--- src/design/mrgs_pkg.sv ---
package mrgs_pkg;

  localparam int NSTAGE = 8;

  typedef struct packed {
    logic [NSTAGE-1:0] load;
    logic [NSTAGE-1:0] valid;
  } pipe_ctl_t;

  localparam logic [15:0] EV_SYNC = 16'd0;
  localparam logic [15:0] EV_KEY  = 16'd1;
  localparam logic [15:0] EV_REL  = 16'd2;

  localparam logic [15:0] CODE_EMIT = 16'd0;

  localparam logic [15:0] REL_X        = 16'd0;
  localparam logic [15:0] REL_Y        = 16'd1;
  localparam logic [15:0] CODE_HSCROLL = 16'd6;
  localparam logic [15:0] CODE_VSCROLL = 16'd8;

  localparam logic [15:0] KEY_LEFT  = 16'h0110;
  localparam logic [15:0] KEY_EXTRA = 16'h0114;

  localparam logic [8:0] GAIN_MIN   = 9'd1;
  localparam logic [8:0] GAIN_MAX   = 9'd500;
  localparam logic [8:0] GAIN_RESET = 9'd100;

  localparam logic signed [35:0] MOVE_LIMIT  = 36'sd32767;
  localparam logic signed [31:0] WHEEL_LIMIT = 32'sd127;

  // ceil(2^35 / 25): exact quotient for dividends below 2^30
  localparam logic [30:0] DIV25_RECIP  = 31'd1374389535;
  // ceil(2^23 / 100): exact quotient for dividends below 2^16
  localparam logic [16:0] DIV100_RECIP = 17'd83887;

  localparam logic [31:0] SCALE_DIV = 32'd100;

endpackage

--- src/design/mrgs_axis.sv ---
module mrgs_axis import mrgs_pkg::*; (
  input  logic                clk,
  input  logic                rst,
  input  pipe_ctl_t           ctl,
  input  logic signed [31:0]  sum,
  input  logic        [8:0]   gain,
  output logic signed [15:0]  move
);

  // stage 1: magnitude / 100
  logic [31:0]        mag_a;
  logic [60:0]        prod_a;
  logic [31:0]        mag1;
  logic               neg1;
  logic [24:0]        uq1;
  logic [8:0]         gain1;

  // stage 2: signed quotient and remainder of the sum
  logic [31:0]        uq_x100;
  logic [31:0]        ur_full;
  logic [6:0]         ur_b;
  logic signed [25:0] s1_2;
  logic signed [7:0]  s0_2;
  logic [8:0]         gain2;

  // stage 3: gain products
  logic signed [35:0] hi_c;
  logic signed [16:0] lo_c;
  logic signed [35:0] hi3;
  logic signed [16:0] lo3;

  // stage 4: low product / 100
  logic [16:0]        lo_abs;
  logic [15:0]        lmag_d;
  logic [32:0]        lprod_d;
  logic [15:0]        lmag4;
  logic [8:0]         lq4;
  logic               lneg4;
  logic signed [35:0] hi4;

  // stage 5: quotient and remainder without carry
  logic [15:0]        lq_x100;
  logic [15:0]        lr_full;
  logic [6:0]         lr_e;
  logic signed [35:0] lq_s;
  logic signed [35:0] q0_5;
  logic signed [7:0]  r0_5;

  // stage 6: fold in carried remainder
  logic signed [8:0]  t_f;
  logic signed [8:0]  b_f;
  logic signed [35:0] a_f;
  logic signed [35:0] qf_f;
  logic signed [7:0]  carry_next;
  logic signed [35:0] qf6;
  logic               inc6;
  logic signed [7:0]  carry;

  logic signed [35:0] qt;

  always_comb begin
    mag_a  = sum[31] ? (~sum + 32'd1) : sum;
    prod_a = {31'd0, mag_a[31:2]} * {30'd0, DIV25_RECIP};
  end

  always_comb begin
    uq_x100 = {7'd0, uq1} * SCALE_DIV;
    ur_full = mag1 - uq_x100;
    ur_b    = ur_full[6:0];
  end

  always_comb begin
    hi_c = 36'(s1_2) * $signed({27'd0, gain2});
    lo_c = 17'(s0_2) * $signed({8'd0, gain2});
  end

  always_comb begin
    lo_abs  = lo3[16] ? 17'(-lo3) : 17'(lo3);
    lmag_d  = lo_abs[15:0];
    lprod_d = {17'd0, lmag_d} * {16'd0, DIV100_RECIP};
  end

  always_comb begin
    lq_x100 = {7'd0, lq4} * 16'd100;
    lr_full = lmag4 - lq_x100;
    lr_e    = lr_full[6:0];
    lq_s    = $signed({27'd0, lq4});
  end

  always_comb begin
    t_f = 9'(r0_5) + 9'(carry);
    if (t_f >= 9'sd100) begin
      a_f = 36'sd1;
      b_f = t_f - 9'sd100;
    end else if (t_f >= 9'sd0) begin
      a_f = 36'sd0;
      b_f = t_f;
    end else if (t_f >= -9'sd100) begin
      a_f = -36'sd1;
      b_f = t_f + 9'sd100;
    end else begin
      a_f = -36'sd2;
      b_f = t_f + 9'sd200;
    end
    qf_f = q0_5 + a_f;
    if (qf_f[35] && (b_f != 9'sd0)) begin
      carry_next = $signed({1'b0, b_f[6:0]}) - 8'sd100;
    end else begin
      carry_next = $signed({1'b0, b_f[6:0]});
    end
  end

  always_comb begin
    qt = qf6 + $signed({35'd0, inc6});
    if (qt > MOVE_LIMIT) begin
      move = 16'(MOVE_LIMIT);
    end else if (qt < -MOVE_LIMIT) begin
      move = 16'(-MOVE_LIMIT);
    end else begin
      move = qt[15:0];
    end
  end

  always_ff @(posedge clk) begin
    if (ctl.load[1]) begin
      mag1  <= mag_a;
      neg1  <= sum[31];
      uq1   <= prod_a[59:35];
      gain1 <= gain;
    end
    if (ctl.load[2]) begin
      s1_2  <= neg1 ? -$signed({1'b0, uq1}) : $signed({1'b0, uq1});
      s0_2  <= neg1 ? -$signed({1'b0, ur_b}) : $signed({1'b0, ur_b});
      gain2 <= gain1;
    end
    if (ctl.load[3]) begin
      hi3 <= hi_c;
      lo3 <= lo_c;
    end
    if (ctl.load[4]) begin
      lmag4 <= lmag_d;
      lq4   <= lprod_d[31:23];
      lneg4 <= lo3[16];
      hi4   <= hi3;
    end
    if (ctl.load[5]) begin
      q0_5 <= lneg4 ? (hi4 - lq_s) : (hi4 + lq_s);
      r0_5 <= lneg4 ? -$signed({1'b0, lr_e}) : $signed({1'b0, lr_e});
    end
    if (ctl.load[6]) begin
      qf6  <= qf_f;
      inc6 <= qf_f[35] && (b_f != 9'sd0);
    end
  end

  always_ff @(posedge clk) begin
    if (rst) begin
      carry <= 8'sd0;
    end else if (ctl.load[6] && ctl.valid[5]) begin
      carry <= carry_next;
    end
  end

endmodule

--- config.mk ---
export PLATFORM = sky130hd
export DESIGN_NAME = mrgs_axis
export DESIGN_NICKNAME = d
export VERILOG_FILES = /design/src/design/mrgs_pkg.sv /design/src/design/mrgs_axis.sv
export SDC_FILE = /design/constraint.sdc
export NUM_CORES = 2
export LEC_CHECK = 0
export BUFFER_PORTS_ARGS = -buffer_cell sky130_fd_sc_hd__buf_2
export CAP_MARGIN = 10
export CELL_PAD_IN_SITES_DETAIL_PLACEMENT = 1
export CELL_PAD_IN_SITES_GLOBAL_PLACEMENT = 1
export CORE_AREA = 2 2 431 433
export DETAILED_ROUTE_END_ITERATION = 6
export DIE_AREA = 0 0 433 435
export PLACE_DENSITY = 0.57
export SLEW_MARGIN = 5
export SYNTH_ARGS = -nofsm -noshare
export SYNTH_HDL_FRONTEND = slang
export SYNTH_SLANG_ARGS = --single-unit
--- constraint.sdc ---
create_clock -name clk -period 24.9 [get_ports clk]
set_clock_uncertainty 0.2 [all_clocks]
set_input_delay 3.735 -clock clk [delete_from_list [all_inputs] [get_ports clk]]
set_output_delay 3.735 -clock clk [all_outputs]
set_load 0.02 [all_outputs]
After elaboration in Yosys (flattened, before gate mapping)

Cells that the tools add are included.

Add/subtract/negate cells: 16
Multiply operators: 6
Magnitude comparators: 5
Muxes and demuxes: 15
Bitwise logic cells: 1
Reductions and logical operators: 3

Operators by type and width:

| operator                 | number |
|---|---|
| $mux W36                 | 3 |
| $mul A30 B31 Y60 const B | 1 |
| $mux W16                 | 3 |
| $add A36 B10 Y36         | 1 |
| $add A36 B2 Y36          | 1 |
| $add A36 B36 Y36         | 1 |
| $gt A36 B16 Y1 const B   | 1 |
| $lt A36 B16 Y1 const B   | 1 |
| $mul A26 B10 Y36         | 1 |
| $sub A36 B10 Y36         | 1 |
| $add A32 B1 Y32 const B  | 1 |
| $mul A16 B17 Y32 const B | 1 |
| $mux W32                 | 1 |
| $not A32 Y32             | 1 |
| $mux W9                  | 3 |
| $neg A25 Y26             | 1 |
| $mul A25 B5 Y5 const B   | 1 |
| $mux W25                 | 1 |
| $ge A9 B8 Y1 const B     | 2 |
| $mul A8 B10 Y17          | 1 |
| $neg A16 Y16             | 1 |
| $neg A7 Y8               | 2 |
| $mux W7                  | 2 |
| $sub A7 B7 Y7            | 2 |
| 11 further kinds         | 12 |

Flip-flop bits (word level): 280
Input bits: 59
Output and inout bits: 16
Word-level logic and storage cells: 67

Depth between registers and ports, before layout

Depth in word-level cells: 8
Depth in mapped cells: 34
Mapped depth without buffers: 34

Worst setup path before layout

No wires, ideal clock.

Path kind: input port to flip-flop
Start: input port sum[5]
End: register uq1[24] (data pin)
Library setup time: 0.260 ns
Arrival: 12.321 ns
Required time: 24.440 ns
Path slack: 12.119 ns
Cell stages on the path: 33
Buffers on the path: 0
Path through: or4_1 nor2_1 nand3_1 or4_1 or4_1 nand2b_1 o21ai_1 xnor2_1 inv_1 fa_1 inv_1 fa_1 fa_1 inv_1 fa_1 inv_1 fa_1 inv_1 fa_1 inv_1 fa_1 fa_1 ha_1 nand4_1 nor2_1 o2111ai_1 a31oi_1 a31o_2 a21oi_1 a2111o_1 nand3b_1 a21oi_1 xnor2_1

Word-level cells in the longest chain between the ends: 4

Ends and longest elaborated chain:

| item                 | line             | RTL |
|---|---|---|
| start, declared      | mrgs_axis.sv:5   | `input logic signed [31:0] sum,` |
| $not A32 Y32         | mrgs_axis.sv:62  | `mag_a = sum[31] ? (~sum + 32'd1) : sum;` |
| $add A32 B1 Y32      | mrgs_axis.sv:62  |  |
| $mux W32 (*)         | mrgs_axis.sv:62  |  |
| $mul A30 B31 Y60 (*) | mrgs_axis.sv:63  | `prod_a = {31'd0, mag_a[31:2]} * {30'd0, DIV25_RECIP};` |
| net prod_a[59]       | mrgs_axis.sv:12  | `logic [60:0] prod_a;` |
| end signal, assigned | mrgs_axis.sv:128 | `uq1 <= prod_a[59:35];` |
| end, declared        | mrgs_axis.sv:15  | `logic [24:0] uq1;` |

The timed path passes the listed nets; every way through them passes the cells marked *.
A chain may end at the register's enable or synchronous reset.

Worst setup path after layout

Ends and elaborated chain as after synthesis.

==> summary.txt <==
Status
  – Run status: finished, final reports clean

Die
  – IO Pins: 75
  – Die Area: 188000 um^2
  – Die Y-Extent: 435 um
  – Number of cell rows: 158
  – Initial core utilization: about 25%
  – CORE AREA: 184000 um^2
  – Die width: between 400 and 500 um

Clock network
  – Num CTS Buffers: 34
  – CTS Sinks: 280
  – CTS Hold Bufs: 0
  – H-tree levels: 2
  – Clock root cell: clkbuf_16
  – # Post-CTS Setup Buffers: 0
  – Worst-Skew Late Latency: 550 ps
  – CTS tree: built
  – Max Buffers Root-to-Sink: 3
  – Resize count post-CTS: 0
  – Worst-path clk slew: 60 ps

Timing
  – Minimum clock period: about 14000 ps
  – Final-report max-slew violation count: 0
  – Fin Setup TNS: 0 ps
  – Fin crit share: 55.7%
  – Worst slew pin tran: 1030 ps
  – RSZ-0062 raised after global routing: no
  – Hold slack: 211 ps
  – Final hold vios: 0
  – Setup violations, final: 0
  – Max_slew headroom: 29.8%
  – F_max: 0.0721 GHz

Worst setup path
  – Crit path max fanout: 8
  – Startpoint type of the worst setup path: input pin
  – Setup slack, reg-to-reg: 16110 ps
  – Critical Path RT: 24990 ps
  – Max incr delay on CP: 630 ps
  – Slowest CP cell: fa_1
  – Crit. End Element: flop
  – Top cell by count, worst path: fa_1
  – CP arrival: 13960 ps
  – Setup CP Type: in -> reg

Drt
  – Avg WL per Cell: ~16 um
  – DR vias: 30600
  – Drt via density: 4.32
  – DRT iter0 DRCs: 934
  – DR pass1 iterations: 4
  – Routed wire length: 115000 um
  – # DRC: 0
  – Antenna viol nets, final: 0

Placement
  – GPL Wtd Cong: about 0.85
  – DPL Wire Length: 99900 um
  – Placed cell areas: 49100 um^2
  – PortBufs: 65

Logic synthesis
  – Async SR Flop Fraction: 0%
  – Synth top area share: 29.4%
  – Distinct cells, synth: 80
  – Sequential share of the synthesized area: between 10% and 20%
  – #FFs+latches synth: 280
  – Avg Synthesized Cell Area: just over 10 um^2
  – Ys Warns: 0
  – EDFF count, synth: 272
  – Main synth FF type: edfxtp_1
  – Synth Net Count: 5917
  – Largest area contributor in the netlist: fa_1
  – Synth Cell Area: 45600 um^2
  – Top post-synthesis cells by area: fa_1, ha_1, edfxtp_1, inv_1, xnor2_1
  – Mapped Cells: approximately 4500

Hold path
  – Hold WC Path Type: reg -> reg

Final layout
  – Post-layout instance area: 50200 um^2
  – Layout cells sized above 1: under 10%
  – Most common cell after layout, fill and taps aside: inv_1
  – Nets: 5990
  – Fill cells: 21100
  – Syn-to-layout area delta: 10.1%
  – Most frequent cells in the layout: inv_1, ha_1, fa_1, edfxtp_1, nand2_1

GRT
  – Vias in the first global route: 34100
  – Pin count of the biggest net entering global routing: 54
  – First-pass GRT wire length: roughly 190000 um
  – Initial antenna violation count: 13
  – Gr ovfl total: 0
  – All-layer global routing usage: 12.4%

Run
  – Max-cap viol count: 0
## final timing paths
path | from | endpoint | depth (start not counted)
worst min register to register | hi3[21] | hi4[21] | 0
worst max-delay path | sum[5] | uq1[24] | 34
worst min-delay path | hi3[21] | hi4[21] | 0
worst max register to register | lo3[0] | lq4[8] | 27
## kinds of logic (layout without fill, tap and decap cells)
logic type	Yosys count	after routing	share of synthesized area, %
adders and majority gates	1372	1372	48.7
DFF	280	280	18.3
other	0	2	0
xor gates and xnor gates	275	275	5.28
buffers and inverters	1058	1156	8.71
muxes	6	6	0.137
and+or+nand+nor	877	877	10.1
AOI/OAI and AO/OA	618	618	8.88
## worst max-delay path, delay by kind of cell
kind / cells / cell delay [ps]
adders and majority gates: 9 / 4330
AOI/OAI and AO/OA: 7 / 1590
and+or+nand+nor: 9 / 3060
xor gates and xnor gates: 2 / 520
buffers and inverters: 7 / 710
## per-layer routing
layer  wire length, um  GRT usage [%]  vias to the layer above
li1                  -              -                    14800
met1             51400           15.7                    15500
met2             59500           23.2                      228
met3              1900          0.876                      111
met4              1810           2.01                        0
met5                 0              0                        -
## stage by stage
| step | std cells | utilization (%) | worst slack, ps |
|---|---|---|---|
| after floorplan | 4486 | - | 12120 |
| final | 7066 | 27.3 | 11030 |
| after global routing | 7064 | 27.3 | 10530 |
| after detailed placement | 7003 | 26.7 | 10440 |
| after CTS | 7064 | 27.3 | 11030 |
| after global placement | 7003 | 26.7 | 10580 |
## cells in the mapped netlist, drive strengths merged, types with 10 or more instances
| cell type | number |
|---|---|
| nor3 | 49 |
| nand2b | 31 |
| o31ai | 28 |
| edfxtp | 272 |
| or2 | 12 |
| xor2 | 51 |
| nand4 | 28 |
| a21boi | 11 |
| o21a | 31 |
| nand3b | 11 |
| nand3 | 67 |
| nor2 | 126 |
| fa | 671 |
| nor4 | 12 |
| xnor2 | 224 |
| nor3b | 10 |
| a31oi | 12 |
| o41ai | 10 |
| clkbuf | 59 |
| or4 | 12 |
| a21oi | 169 |
| nand2 | 236 |
| o21ai | 116 |
| a211oi | 24 |
| o21bai | 22 |
| and3 | 23 |
| nor2b | 30 |
| a21o | 95 |
| or3 | 16 |
| inv | 993 |
| ha | 701 |
| and2 | 198 |
| o211ai | 16 |
## registers in the layout (all words and copies together), names as in the netlist
name   count
lo3       17
qf6       36
q0_5      36
carry      8
s0_2       8
uq1       25
lmag4      7
r0_5       8
gain1      9
inc6       1
neg1       1
mag1       7
lq4        9
gain2      9
s1_2      26
lneg4      1
hi3       36
hi4       36
## layout make-up
cell class | instances | area (um^2) | share of cell area [%]
Timing Repair Buffer | 101 | 596 | 1.19
Clock buffer | 39 | 891 | 1.77
Sequential cell | 280 | 8330 | 16.6
Tap cell | 2480 | 3100 | 6.18
Clock inverter | 22 | 239 | 0.476
Inverter | 994 | 3730 | 7.43
Antenna cell | 2 | 5.00 | 0.00997
Multi-Input combinational cell | 3148 | 33300 | 66.4
Power is left out: the tool's default activity adds up to more than one toggle a clock period on the data nets, which glitch-free logic cannot reach.
